## config.mk

```make
export PLATFORM = sky130hd
export DESIGN_NAME = ranlux_luxury_random_generator
export DESIGN_NICKNAME = d
export VERILOG_FILES = /design/src/rtl/core/rlx_pkg.sv /design/src/rtl/core/ranlux_luxury_random_generator.sv /design/src/rtl/core/rlx_ram.sv /design/src/rtl/core/rlx_front.sv /design/src/rtl/core/rlx_cmd_queue.sv /design/src/rtl/core/rlx_engine.sv
export SDC_FILE = /design/constraint.sdc
export NUM_CORES = 2
export LEC_CHECK = 0
export BUFFER_PORTS_ARGS = -buffer_cell sky130_fd_sc_hd__buf_2
export CORE_MARGIN = 10
export CORE_UTILIZATION = 50
export CTS_CLUSTER_DIAMETER = 200
export DETAILED_ROUTE_END_ITERATION = 12
export PLACE_DENSITY = 0.71
export SLEW_MARGIN = 20
export SYNTH_ARGS = -nofsm -noshare
export SYNTH_HDL_FRONTEND = slang
export SYNTH_HIERARCHICAL = 1
export SYNTH_SLANG_ARGS = --single-unit
```

## constraint.sdc

```tcl
create_clock -name clk -period 7.1 [get_ports clk]
set_clock_uncertainty 0.15 [all_clocks]
set_input_delay 0.71 -clock clk [delete_from_list [all_inputs] [get_ports clk]]
set_output_delay 0.71 -clock clk [all_outputs]
set_load 0.02 [all_outputs]
```

## src/rtl/core/rlx_pkg.sv

```systemverilog
// Shared constants, types and helpers for the subtract-with-borrow generator.
package rlx_pkg;

    localparam int WORD_BITS       = 24;
    localparam int RING_DEPTH      = 24;
    localparam int PTR_W           = $clog2(RING_DEPTH);
    localparam int LONG_LAG_START  = 23;
    localparam int SHORT_LAG_START = 9;
    localparam int BLOCK_OUTPUTS   = 24;
    localparam int PAD_BITS        = WORD_BITS / 2;
    localparam int SKIP_W          = 9;
    localparam int SKIP_RESET      = 199;
    localparam int CNT_LOW_W       = 30;
    localparam int CNT_HIGH_W      = 32;
    localparam int RESULT_W        = 2 * WORD_BITS;
    localparam int IN_DATA_W       = 32;
    localparam int OUT_DATA_W      = 112;
    localparam int CMD_QUEUE_DEPTH = 2;

    localparam logic [CNT_LOW_W-1:0] BILLION = 30'd1000000000;

    // Input op codes
    localparam logic [1:0] OP_GEN    = 2'd0;
    localparam logic [1:0] OP_SEED   = 2'd1;
    localparam logic [1:0] OP_BORROW = 2'd2;

    typedef enum logic [1:0] {
        CMD_GEN,
        CMD_SEED,
        CMD_BORROW
    } cmd_kind_t;

    typedef struct packed {
        cmd_kind_t             kind;
        logic [PTR_W-1:0]      index;
        logic [WORD_BITS-1:0]  value;
    } cmd_t;

    typedef enum logic [1:0] {
        ST_IDLE,
        ST_RUN,
        ST_DONE
    } eng_state_t;

    // Step a lag pointer down by one, wrapping below zero to the top of the ring.
    function automatic logic [PTR_W-1:0] ptr_down(input logic [PTR_W-1:0] p);
        logic [PTR_W-1:0] r;
        if (p == '0)
        begin
            r = PTR_W'(RING_DEPTH - 1);
        end
        else
        begin
            r = p - PTR_W'(1);
        end
        return r;
    endfunction

endpackage

```

## src/rtl/core/ranlux_luxury_random_generator.sv

```systemverilog
// Top level of the 24-bit subtract-with-borrow luxury random generator.
//
//   channel  | direction | handshake          | payload
//   ---------+-----------+--------------------+----------------------------------------
//   s_*      | in        | s_tvalid/s_tready  | s_tdata: op, seed_index, seed_value
//   m_*      | out       | m_tvalid/m_tready  | m_tdata: random_value, count_low, count_high
//   cfg_*    | in        | cfg_valid/cfg_ready| cfg_data: skip_count
//
// A generate transfer passes through the engine's run and done states; every 24th one also
// runs skip_count discarded steps, one per cycle through the dual-read seed ring.
// Seed and borrow loads complete in the engine's idle state; unused ops are dropped at the front.
// Reset (rst_n, asynchronous) clears the ring valid bits, so the ring reads as zero.
// The command queue lets the front accept while the engine runs; the output
// register holds a result until taken without blocking further loads.
module ranlux_luxury_random_generator #(
    parameter int QUEUE_DEPTH = rlx_pkg::CMD_QUEUE_DEPTH
) (
    input  logic                            clk,
    input  logic                            rst_n,
    // Input stream: [1:0] op, [6:2] seed_index, [30:7] seed_value, [31] zero
    input  logic                            s_tvalid,
    output logic                            s_tready,
    input  logic [rlx_pkg::IN_DATA_W-1:0]   s_tdata,
    // Output stream: [47:0] random_value, [77:48] count_low, [109:78] count_high
    output logic                            m_tvalid,
    input  logic                            m_tready,
    output logic [rlx_pkg::OUT_DATA_W-1:0]  m_tdata,
    // Configuration: skip_count
    input  logic                            cfg_valid,
    output logic                            cfg_ready,
    input  logic [rlx_pkg::SKIP_W-1:0]      cfg_data
);

    import rlx_pkg::*;

    logic [SKIP_W-1:0] skip_count_reg;
    logic              q_full;
    logic              q_push;
    cmd_t              q_push_cmd;
    logic              q_pop;
    cmd_t              q_head;
    logic              q_not_empty;

    // Config writes always complete; user must write only with block idle; not enforced.
    assign cfg_ready = 1'b1;

    always_ff @(posedge clk or negedge rst_n)
    begin
        if (!rst_n)
        begin
            skip_count_reg <= SKIP_W'(SKIP_RESET);
        end
        else if (cfg_valid && cfg_ready)
        begin
            skip_count_reg <= cfg_data;
        end
    end

    // Front: decode and drop no-op items
    rlx_front u_front (
        .s_tvalid (s_tvalid),
        .s_tready (s_tready),
        .s_tdata  (s_tdata),
        .q_full   (q_full),
        .push     (q_push),
        .push_cmd (q_push_cmd)
    );

    rlx_cmd_queue #(
        .DEPTH (QUEUE_DEPTH)
    ) u_queue (
        .clk       (clk),
        .rst_n     (rst_n),
        .push      (q_push),
        .push_cmd  (q_push_cmd),
        .full      (q_full),
        .pop       (q_pop),
        .head      (q_head),
        .not_empty (q_not_empty)
    );

    // Back: ring, steps, counters, result register
    rlx_engine u_engine (
        .clk        (clk),
        .rst_n      (rst_n),
        .skip_count (skip_count_reg),
        .cmd_valid  (q_not_empty),
        .cmd        (q_head),
        .cmd_pop    (q_pop),
        .m_tvalid   (m_tvalid),
        .m_tready   (m_tready),
        .m_tdata    (m_tdata)
    );

endmodule

```

## src/rtl/core/rlx_ram.sv

```systemverilog
// Generic RAM: one write port, two read ports, registered read data.
module rlx_ram #(
    parameter int WIDTH = 8,
    parameter int DEPTH = 16
) (
    input  logic                     clk,
    input  logic                     we,
    input  logic [$clog2(DEPTH)-1:0] waddr,
    input  logic [WIDTH-1:0]         wdata,
    input  logic [$clog2(DEPTH)-1:0] raddr_a,
    output logic [WIDTH-1:0]         rdata_a,
    input  logic [$clog2(DEPTH)-1:0] raddr_b,
    output logic [WIDTH-1:0]         rdata_b
);

    logic [WIDTH-1:0] mem_reg [DEPTH];

    always_ff @(posedge clk)
    begin
        if (we)
        begin
            mem_reg[waddr] <= wdata;
        end
        rdata_a <= mem_reg[raddr_a];
        rdata_b <= mem_reg[raddr_b];
    end

endmodule

```

## src/rtl/core/rlx_front.sv

```systemverilog
// Front end: accept input transfers, decode the op and queue useful commands.
module rlx_front (
    input  logic                          s_tvalid,
    output logic                          s_tready,
    input  logic [rlx_pkg::IN_DATA_W-1:0] s_tdata,
    input  logic                          q_full,
    output logic                          push,
    output rlx_pkg::cmd_t                 push_cmd
);

    import rlx_pkg::*;

    logic [1:0]           op;
    logic [4:0]           seed_index;
    logic [WORD_BITS-1:0] seed_value;
    logic                 useful;

    assign op         = s_tdata[1:0];
    assign seed_index = s_tdata[6:2];
    assign seed_value = s_tdata[30:7];
    assign s_tready   = !q_full;

    always_comb
    begin
        push_cmd.index = seed_index[PTR_W-1:0];
        push_cmd.value = seed_value;
        push_cmd.kind  = CMD_GEN;
        useful         = 1'b0;
        unique case (op)
            OP_GEN:
            begin
                push_cmd.kind = CMD_GEN;
                useful        = 1'b1;
            end
            OP_SEED:
            begin
                // drop writes beyond the ring
                push_cmd.kind = CMD_SEED;
                useful        = (seed_index < 5'(RING_DEPTH));
            end
            OP_BORROW:
            begin
                push_cmd.kind = CMD_BORROW;
                useful        = 1'b1;
            end
            default:
            begin
                useful = 1'b0;
            end
        endcase
    end

    assign push = s_tvalid && s_tready && useful;

endmodule

```

## src/rtl/core/rlx_cmd_queue.sv

```systemverilog
// Short command queue between the front end and the step engine.
module rlx_cmd_queue #(
    parameter int DEPTH = rlx_pkg::CMD_QUEUE_DEPTH
) (
    input  logic          clk,
    input  logic          rst_n,
    input  logic          push,
    input  rlx_pkg::cmd_t push_cmd,
    output logic          full,
    input  logic          pop,
    output rlx_pkg::cmd_t head,
    output logic          not_empty
);

    import rlx_pkg::*;

    localparam int QPTR_W = (DEPTH > 1) ? $clog2(DEPTH) : 1;
    localparam int CNT_W  = $clog2(DEPTH + 1);

    cmd_t              mem_reg [DEPTH];
    logic [QPTR_W-1:0] wr_ptr_reg, wr_ptr_next;
    logic [QPTR_W-1:0] rd_ptr_reg, rd_ptr_next;
    logic [CNT_W-1:0]  count_reg, count_next;

    function automatic logic [QPTR_W-1:0] qinc(input logic [QPTR_W-1:0] p);
        logic [QPTR_W-1:0] r;
        if (p == QPTR_W'(DEPTH - 1))
        begin
            r = '0;
        end
        else
        begin
            r = p + QPTR_W'(1);
        end
        return r;
    endfunction

    assign full      = (count_reg == CNT_W'(DEPTH));
    assign not_empty = (count_reg != '0);
    assign head      = mem_reg[rd_ptr_reg];

    always_comb
    begin
        wr_ptr_next = push ? qinc(wr_ptr_reg) : wr_ptr_reg;
        rd_ptr_next = pop ? qinc(rd_ptr_reg) : rd_ptr_reg;
        count_next  = count_reg;
        if (push && !pop)
        begin
            count_next = count_reg + CNT_W'(1);
        end
        else if (pop && !push)
        begin
            count_next = count_reg - CNT_W'(1);
        end
    end

    always_ff @(posedge clk)
    begin
        if (push)
        begin
            mem_reg[wr_ptr_reg] <= push_cmd;
        end
    end

    always_ff @(posedge clk or negedge rst_n)
    begin
        if (!rst_n)
        begin
            wr_ptr_reg <= '0;
            rd_ptr_reg <= '0;
            count_reg  <= '0;
        end
        else
        begin
            wr_ptr_reg <= wr_ptr_next;
            rd_ptr_reg <= rd_ptr_next;
            count_reg  <= count_next;
        end
    end

endmodule

```

## src/rtl/core/rlx_engine.sv

```systemverilog
// Step engine: seed ring, pipelined subtract-with-borrow steps, counters, output register.
module rlx_engine (
    input  logic                           clk,
    input  logic                           rst_n,
    input  logic [rlx_pkg::SKIP_W-1:0]     skip_count,
    input  logic                           cmd_valid,
    input  rlx_pkg::cmd_t                  cmd,
    output logic                           cmd_pop,
    output logic                           m_tvalid,
    input  logic                           m_tready,
    output logic [rlx_pkg::OUT_DATA_W-1:0] m_tdata
);

    import rlx_pkg::*;

    eng_state_t               state_reg, state_next;
    logic [PTR_W-1:0]         sp_reg, sp_next;
    logic [PTR_W-1:0]         lp_reg, lp_next;
    logic                     borrow_reg, borrow_next;
    logic [PTR_W-1:0]         phase_reg, phase_next;
    logic [CNT_LOW_W-1:0]     cnt_low_reg, cnt_low_next;
    logic [CNT_HIGH_W-1:0]    cnt_high_reg, cnt_high_next;
    logic [RING_DEPTH-1:0]    valid_reg, valid_next;
    logic [SKIP_W-1:0]        issue_left_reg, issue_left_next;
    logic                     rd_step_reg, rd_step_next;
    logic                     first_reg, first_next;
    logic                     pad_pend_reg, pad_pend_next;
    logic                     skip_pend_reg, skip_pend_next;
    logic [PTR_W-1:0]         wr_addr_reg, wr_addr_next;
    logic [WORD_BITS-1:0]     x_reg, x_next;
    logic [RESULT_W-1:0]      res_reg, res_next;
    logic                     vs_reg, vl_reg;
    logic                     out_valid_reg, out_valid_next;
    logic [OUT_DATA_W-1:0]    out_data_reg, out_data_next;

    logic                     ram_we;
    logic [PTR_W-1:0]         ram_waddr;
    logic [WORD_BITS-1:0]     ram_wdata;
    logic [WORD_BITS-1:0]     rdata_s, rdata_l;
    logic [WORD_BITS-1:0]     a_word, b_word;
    logic [WORD_BITS:0]       sub_val, diff;
    logic [CNT_LOW_W-1:0]     low_inc, low_skip;
    logic                     run_done;

    rlx_ram #(
        .WIDTH (WORD_BITS),
        .DEPTH (RING_DEPTH)
    ) u_ring (
        .clk     (clk),
        .we      (ram_we),
        .waddr   (ram_waddr),
        .wdata   (ram_wdata),
        .raddr_a (sp_reg),
        .rdata_a (rdata_s),
        .raddr_b (lp_reg),
        .rdata_b (rdata_l)
    );

    // Entries never written read as zero.
    assign a_word  = vs_reg ? rdata_s : '0;
    assign b_word  = vl_reg ? rdata_l : '0;
    assign sub_val = {1'b0, b_word} + (WORD_BITS + 1)'(borrow_reg);
    assign diff    = {1'b0, a_word} - sub_val;

    assign low_inc  = cnt_low_reg + CNT_LOW_W'(1);
    assign low_skip = cnt_low_reg + CNT_LOW_W'(skip_count);

    assign run_done = (issue_left_reg == '0) && !rd_step_reg;

    // Next state
    always_comb
    begin
        state_next = state_reg;
        unique case (state_reg)
            ST_IDLE:
            begin
                if (cmd_valid && (cmd.kind == CMD_GEN))
                begin
                    state_next = ST_RUN;
                end
            end
            ST_RUN:
            begin
                if (run_done)
                begin
                    state_next = ST_DONE;
                end
            end
            ST_DONE:
            begin
                if (!out_valid_reg || m_tready)
                begin
                    state_next = ST_IDLE;
                end
            end
            default:
            begin
                state_next = ST_IDLE;
            end
        endcase
    end

    // Datapath and outputs
    always_comb
    begin
        sp_next         = sp_reg;
        lp_next         = lp_reg;
        borrow_next     = borrow_reg;
        phase_next      = phase_reg;
        cnt_low_next    = cnt_low_reg;
        cnt_high_next   = cnt_high_reg;
        valid_next      = valid_reg;
        issue_left_next = issue_left_reg;
        rd_step_next    = 1'b0;
        first_next      = 1'b0;
        pad_pend_next   = 1'b0;
        skip_pend_next  = skip_pend_reg;
        wr_addr_next    = wr_addr_reg;
        x_next          = x_reg;
        res_next        = res_reg;
        out_valid_next  = out_valid_reg && !m_tready;
        out_data_next   = out_data_reg;
        cmd_pop         = 1'b0;
        ram_we          = 1'b0;
        ram_waddr       = wr_addr_reg;
        ram_wdata       = diff[WORD_BITS-1:0];

        unique case (state_reg)
            ST_IDLE:
            begin
                if (cmd_valid)
                begin
                    cmd_pop = 1'b1;
                    unique case (cmd.kind)
                        CMD_SEED:
                        begin
                            ram_we                = 1'b1;
                            ram_waddr             = cmd.index;
                            ram_wdata             = cmd.value;
                            valid_next[cmd.index] = 1'b1;
                        end
                        CMD_BORROW:
                        begin
                            borrow_next = cmd.value[0];
                            lp_next     = PTR_W'(LONG_LAG_START);
                            sp_next     = PTR_W'(SHORT_LAG_START);
                            phase_next  = '0;
                        end
                        CMD_GEN:
                        begin
                            // the ring is being read at the current pointers now
                            rd_step_next = 1'b1;
                            first_next   = 1'b1;
                            wr_addr_next = lp_reg;
                            sp_next      = ptr_down(sp_reg);
                            lp_next      = ptr_down(lp_reg);
                            if (low_inc == BILLION)
                            begin
                                cnt_low_next  = '0;
                                cnt_high_next = cnt_high_reg + CNT_HIGH_W'(1);
                            end
                            else
                            begin
                                cnt_low_next = low_inc;
                            end
                            if (phase_reg == PTR_W'(BLOCK_OUTPUTS - 1))
                            begin
                                phase_next      = '0;
                                issue_left_next = skip_count;
                                skip_pend_next  = 1'b1;
                            end
                            else
                            begin
                                phase_next      = phase_reg + PTR_W'(1);
                                issue_left_next = '0;
                            end
                        end
                        default:
                        begin
                        end
                    endcase
                end
            end
            ST_RUN:
            begin
                // issue the next discarded step
                if (issue_left_reg != '0)
                begin
                    issue_left_next = issue_left_reg - SKIP_W'(1);
                    rd_step_next    = 1'b1;
                    wr_addr_next    = lp_reg;
                    sp_next         = ptr_down(sp_reg);
                    lp_next         = ptr_down(lp_reg);
                end
                // finish the step whose words arrive now
                if (rd_step_reg)
                begin
                    ram_we                  = 1'b1;
                    valid_next[wr_addr_reg] = 1'b1;
                    borrow_next             = diff[WORD_BITS];
                    if (first_reg)
                    begin
                        x_next        = diff[WORD_BITS-1:0];
                        pad_pend_next = 1'b1;
                    end
                end
                // the short port now holds the pad word
                if (pad_pend_reg)
                begin
                    if (x_reg[WORD_BITS-1:PAD_BITS] == '0)
                    begin
                        if ((x_reg == '0) && (a_word == '0))
                        begin
                            res_next = RESULT_W'(1);
                        end
                        else
                        begin
                            res_next = {x_reg, a_word};
                        end
                    end
                    else
                    begin
                        res_next = {x_reg, {WORD_BITS{1'b0}}};
                    end
                end
                if (skip_pend_reg)
                begin
                    skip_pend_next = 1'b0;
                    if (low_skip >= BILLION)
                    begin
                        cnt_low_next  = low_skip - BILLION;
                        cnt_high_next = cnt_high_reg + CNT_HIGH_W'(1);
                    end
                    else
                    begin
                        cnt_low_next = low_skip;
                    end
                end
            end
            ST_DONE:
            begin
                if (!out_valid_reg || m_tready)
                begin
                    out_valid_next = 1'b1;
                    out_data_next  = {2'b00, cnt_high_reg, cnt_low_reg, res_reg};
                end
            end
            default:
            begin
            end
        endcase
    end

    assign m_tvalid = out_valid_reg;
    assign m_tdata  = out_data_reg;

    // Payload registers
    always_ff @(posedge clk)
    begin
        wr_addr_reg  <= wr_addr_next;
        x_reg        <= x_next;
        res_reg      <= res_next;
        out_data_reg <= out_data_next;
    end

    always_ff @(posedge clk or negedge rst_n)
    begin
        if (!rst_n)
        begin
            state_reg      <= ST_IDLE;
            sp_reg         <= PTR_W'(SHORT_LAG_START);
            lp_reg         <= PTR_W'(LONG_LAG_START);
            borrow_reg     <= 1'b0;
            phase_reg      <= '0;
            cnt_low_reg    <= '0;
            cnt_high_reg   <= '0;
            valid_reg      <= '0;
            issue_left_reg <= '0;
            rd_step_reg    <= 1'b0;
            first_reg      <= 1'b0;
            pad_pend_reg   <= 1'b0;
            skip_pend_reg  <= 1'b0;
            vs_reg         <= 1'b0;
            vl_reg         <= 1'b0;
            out_valid_reg  <= 1'b0;
        end
        else
        begin
            state_reg      <= state_next;
            sp_reg         <= sp_next;
            lp_reg         <= lp_next;
            borrow_reg     <= borrow_next;
            phase_reg      <= phase_next;
            cnt_low_reg    <= cnt_low_next;
            cnt_high_reg   <= cnt_high_next;
            valid_reg      <= valid_next;
            issue_left_reg <= issue_left_next;
            rd_step_reg    <= rd_step_next;
            first_reg      <= first_next;
            pad_pend_reg   <= pad_pend_next;
            skip_pend_reg  <= skip_pend_next;
            vs_reg         <= valid_reg[sp_reg];
            vl_reg         <= valid_reg[lp_reg];
            out_valid_reg  <= out_valid_next;
        end
    end

endmodule

```

==> tab_implementation.tex <==
\begin{tabular}{lr}
\hline
Metric & Value \\
\hline
\multicolumn{2}{l}{\textbf{Floorplan}} \\
\quad Die Outline Area & 108000 sq um \\
\quad DIE WIDTH & 329 um \\
\quad IO Count & 161 \\
\quad Initial Util & 0.503 \\
\quad Std cell rows & 113 \\
\quad Y dimension of the die & 329 um \\
\quad Floorplan Core Area & 94900 sq um \\
\multicolumn{2}{l}{\textbf{Detailed routing}} \\
\quad Wire per inst & 27.0 um \\
\quad Number of DRC violations after detailed routing & 0 \\
\quad First-pass iteration count of the detailed router & 6 \\
\quad Sum of routed wire length over all layers & 126000 um \\
\quad Number of violations reported at the end of detailed-routing iteration 0 & 3726 \\
\quad Vias after detailed routing & 29800 \\
\quad Antenna viol nets, final & 0 \\
\quad Per-cell via count in the routed design & 6.38 \\
\multicolumn{2}{l}{\textbf{Pwr}} \\
\quad Ratio of total power to cell area & 512 nW/um\^{}2 \\
\quad Pleak & 19.4 nW \\
\quad Worst ir drop on vdd & 0.441 mV \\
\multicolumn{2}{l}{\textbf{Final layout}} \\
\quad Post-route cell area & 52700 sq um \\
\quad Area taken by flip-flops and latches & 29100 sq um \\
\quad Area occupied by multi-input gates & 17100 sq um \\
\quad Fill cell total of the finished layout & 7355 \\
\quad Relative area change from synthesis to final layout & 10.5\% \\
\quad Proportion of layout cells with a drive suffix above 1 & 0.214 \\
\quad Flip-flop count of the largest register after layout & 576 \\
\quad Leading cell type in the layout, fill and taps excluded & edfxtp\_1 \\
\quad Commonest non-fill, non-tap cells in the layout & edfxtp\_1 (825), mux2i\_1 (244), nand2\_1 (243) \\
\quad Final \#Nets & 3425 \\
\multicolumn{2}{l}{\textbf{Clock tree}} \\
\quad Clock Tree Buf Depth & 3 \\
\quad H-Tree Depth & 3 \\
\quad Num CTS Buffers & 102 \\
\quad Clock-pin slew on the worst setup and hold paths & 0.07 ns \\
\quad Clock insertion delay at the later pin of the skew report & 0.71 ns \\
\quad Number of buffers added for setup after CTS & 0 \\
\quad Number of clock sinks & 1006 \\
\quad Cell at the root of the clock tree & clkbuf\_16 \\
\quad CTS tree & yes \\
\multicolumn{2}{l}{\textbf{Outcome}} \\
\quad Status & complete, no violations \\
\multicolumn{2}{l}{\textbf{Placed design}} \\
\quad Dpl ws & 1.93 ns \\
\quad Estimated wirelength of the detail-placed design & 78800 um \\
\quad Placed Instance Area & 49300 sq um \\
\quad Number of input and output port buffers inserted & 156 \\
\quad Global placer's final weighted congestion & 0.923 \\
\multicolumn{2}{l}{\textbf{Yosys}} \\
\quad Synth cell types & 100 \\
\quad Area of the mapped netlist & 47700 sq um \\
\quad Synth async-reset ratio & 0.132 \\
\quad Share of synthesized area occupied by flip-flops and latches & 0.609 \\
\quad Cell taking the most area after synthesis & edfxtp\_1 \\
\quad Largest cells by area after synthesis & edfxtp\_1 (52\%), mux4\_2 (9.6\%), dfrtp\_1 (6.4\%) \\
\quad Mapped Cells & 3247 \\
\quad Top FF cell, synth & edfxtp\_1 \\
\quad Post-synth top area share & 0.519 \\
\quad Yosys synthesis warning count & 6 \\
\quad Number of flops mapped to enable cells by yosys & 825 \\
\quad Average size of a mapped cell & 14.7 sq um \\
\quad Total of flip-flops plus latches after synthesis & 1006 \\
\multicolumn{2}{l}{\textbf{STA}} \\
\quad Final critical-path required period & 5.11 ns \\
\quad Final hold viol count & 0 \\
\quad Unrepaired setup endpoints after global routing & no \\
\quad Accumulated negative setup slack & 0 ns \\
\quad Headroom to the max-slew limit & 0.205 \\
\quad Max-slew violation count & 0 \\
\quad Least-Margin Pin Slew & 1.19 ns \\
\quad Setup violators final & 0 \\
\quad Highest clock frequency the design can meet & 0.196 GHz \\
\quad Final clock period utilization by the worst path & 0.720 \\
\quad Worst Slack Setup Final & 1.99 ns \\
\multicolumn{2}{l}{\textbf{Setup path}} \\
\quad Startpoint type of the worst setup path & flip-flop \\
\quad Maximum cell stage delay along the critical path & 0.88 ns \\
\quad Required time at the worst-slack endpoint & 7.51 ns \\
\quad Worst Path Arrival & 5.52 ns \\
\quad Element type at the critical path end & flip-flop \\
\quad Crit-path cells & nand4\_1, nor3\_1, nand2\_1, xnor2\_1, nor3\_1, nand4\_1, nor4\_2, or2\_1, buf\_4, o21ai\_0, a32oi\_1, o21ai\_0 \\
\quad Critical setup path kind & reg -> reg \\
\quad Critical-path cell with the highest stage delay & dfrtp\_1 \\
\quad Maximum fanout encountered on the critical timing path & 24 \\
\multicolumn{2}{l}{\textbf{Global routing}} \\
\quad Grt ovf & 0 \\
\quad Global-route usage over all layers & 0.228 \\
\quad Via count of the first global-routing pass & 29400 \\
\quad Maximum number of pins on one net before global-route repair & 98 \\
\quad Wire length of the first global-routing pass & 186000 um \\
\quad Initial antenna violation count & 9 \\
\multicolumn{2}{l}{\textbf{Worst hold path}} \\
\quad Worst min path class & in -> reg \\
\multicolumn{2}{l}{\textbf{Run}} \\
\quad Max-cap viol count & 0 \\
\hline
\end{tabular}
-- metal layers --
metal | wire length, um | up-vias | global-route usage
met5 | 15 | - | 0
met2 | 58600 | 1607 | 0.362
li1 | - | 12800 | -
met4 | 4200 | 2 | 0.0774
met3 | 13600 | 282 | 0.0516
met1 | 49700 | 15100 | 0.309
-- timing repair --
| action | 4_1_cts | 5_1_grt |
|---|---|---|
| endpoints found under the hold margin | 74 | 0 |
| hold buffers | 1 | 0 |
| gates resized for setup | 0 | 0 |
-- critical path: cells and delay by family (launching register included) --
kind	cells	cell delay (ns)
simple gates	7	2.97
flops	1	0.88
compound gates	3	0.38
buf+inv	1	0.33
xor+xnor	1	0.25
-- cell families (layout without fill, tap and decap cells) --
family,after synthesis,in the layout,synth area share
XOR/XNOR,103,103,0.0192
multiplexers,499,499,0.163
adder cells (fa/ha/maj),64,64,0.0173
other,2,5,0.000157
buffers and inverters,333,487,0.0373
flip-flops,1006,1006,0.609
AO/OA/AOI/OAI,506,506,0.0776
AND/OR/NAND/NOR,734,734,0.0765
-- power breakdown --
group	leakage [nW]	switching (mW)	total, mW	internal [mW]
clock	1.61	2.28	5.36	3.08
sequential	9.65	0.828	11.0	10.1
combinational	8.11	7.25	10.7	3.43
-- metrics by stage --
step                std cells  hold slack, ns  total power, mW  utilization
floorplan                3248           0.250             17.9            -
global route             4667          0.0246             28.2        0.556
finish                   4669          0.0460             27.0        0.556
global placement         4473           0.251             21.3        0.520
CTS                      4665          0.0214             26.9        0.555
detailed placement       4473           0.256             21.5        0.520
-- path summary, 6_finish.rpt --
check                                            to  depth (start not counted)                     from  slack (ns)
min                           u_queue/mem_reg[0][2]                          1               s_tdata[9]        0.05
min in group asynchronous  u_engine/cnt_low_reg[12]                          2                    rst_n        0.46
max in group asynchronous        u_engine/sp_reg[1]                          3                    rst_n        4.97
min reg2reg                    u_engine/m_tdata[10]                          0     u_engine/res_reg[10]        0.27
max reg2reg                u_engine/cnt_low_reg[17]                         12  u_engine/cnt_low_reg[9]        1.99
max                        u_engine/cnt_low_reg[17]                         12  u_engine/cnt_low_reg[9]        1.99
-- cell usage after synthesis, types with 11 or more instances --
cell,n
edfxtp_1,825
mux2i_1,244
nand2_1,243
mux4_2,204
nor2_1,139
dfrtp_1,122
clkbuf_1,111
nand3_1,96
inv_1,83
o21ai_0,79
a21oi_1,64
ha_1,61
xor2_1,57
buf_4,54
o211ai_1,52
a2bb2oi_1,49
nor3_1,49
dfxtp_1,48
o311ai_1,48
xnor2_1,44
a22oi_1,43
buf_2,43
mux2_4,38
and2_1,34
a21o_1,28
o22ai_1,28
and3_1,23
buf_6,23
nor4_1,20
or3_1,20
nand4_1,17
nand3b_1,14
nor2b_1,14
nand2b_1,12
buf_1,11
dfstp_2,11
mux2_2,11
o21a_1,11
-- cell type report --
cell class,count,area share
clock inverter,41,0.00776
timing repair buffer,213,0.0246
sequential,1006,0.552
multi-input combinational,1909,0.324
inverter,83,0.00591
antenna,2,0.0000949
tap,1265,0.0300
clock buffer,150,0.0555
(Power assumes the default switching activity.)
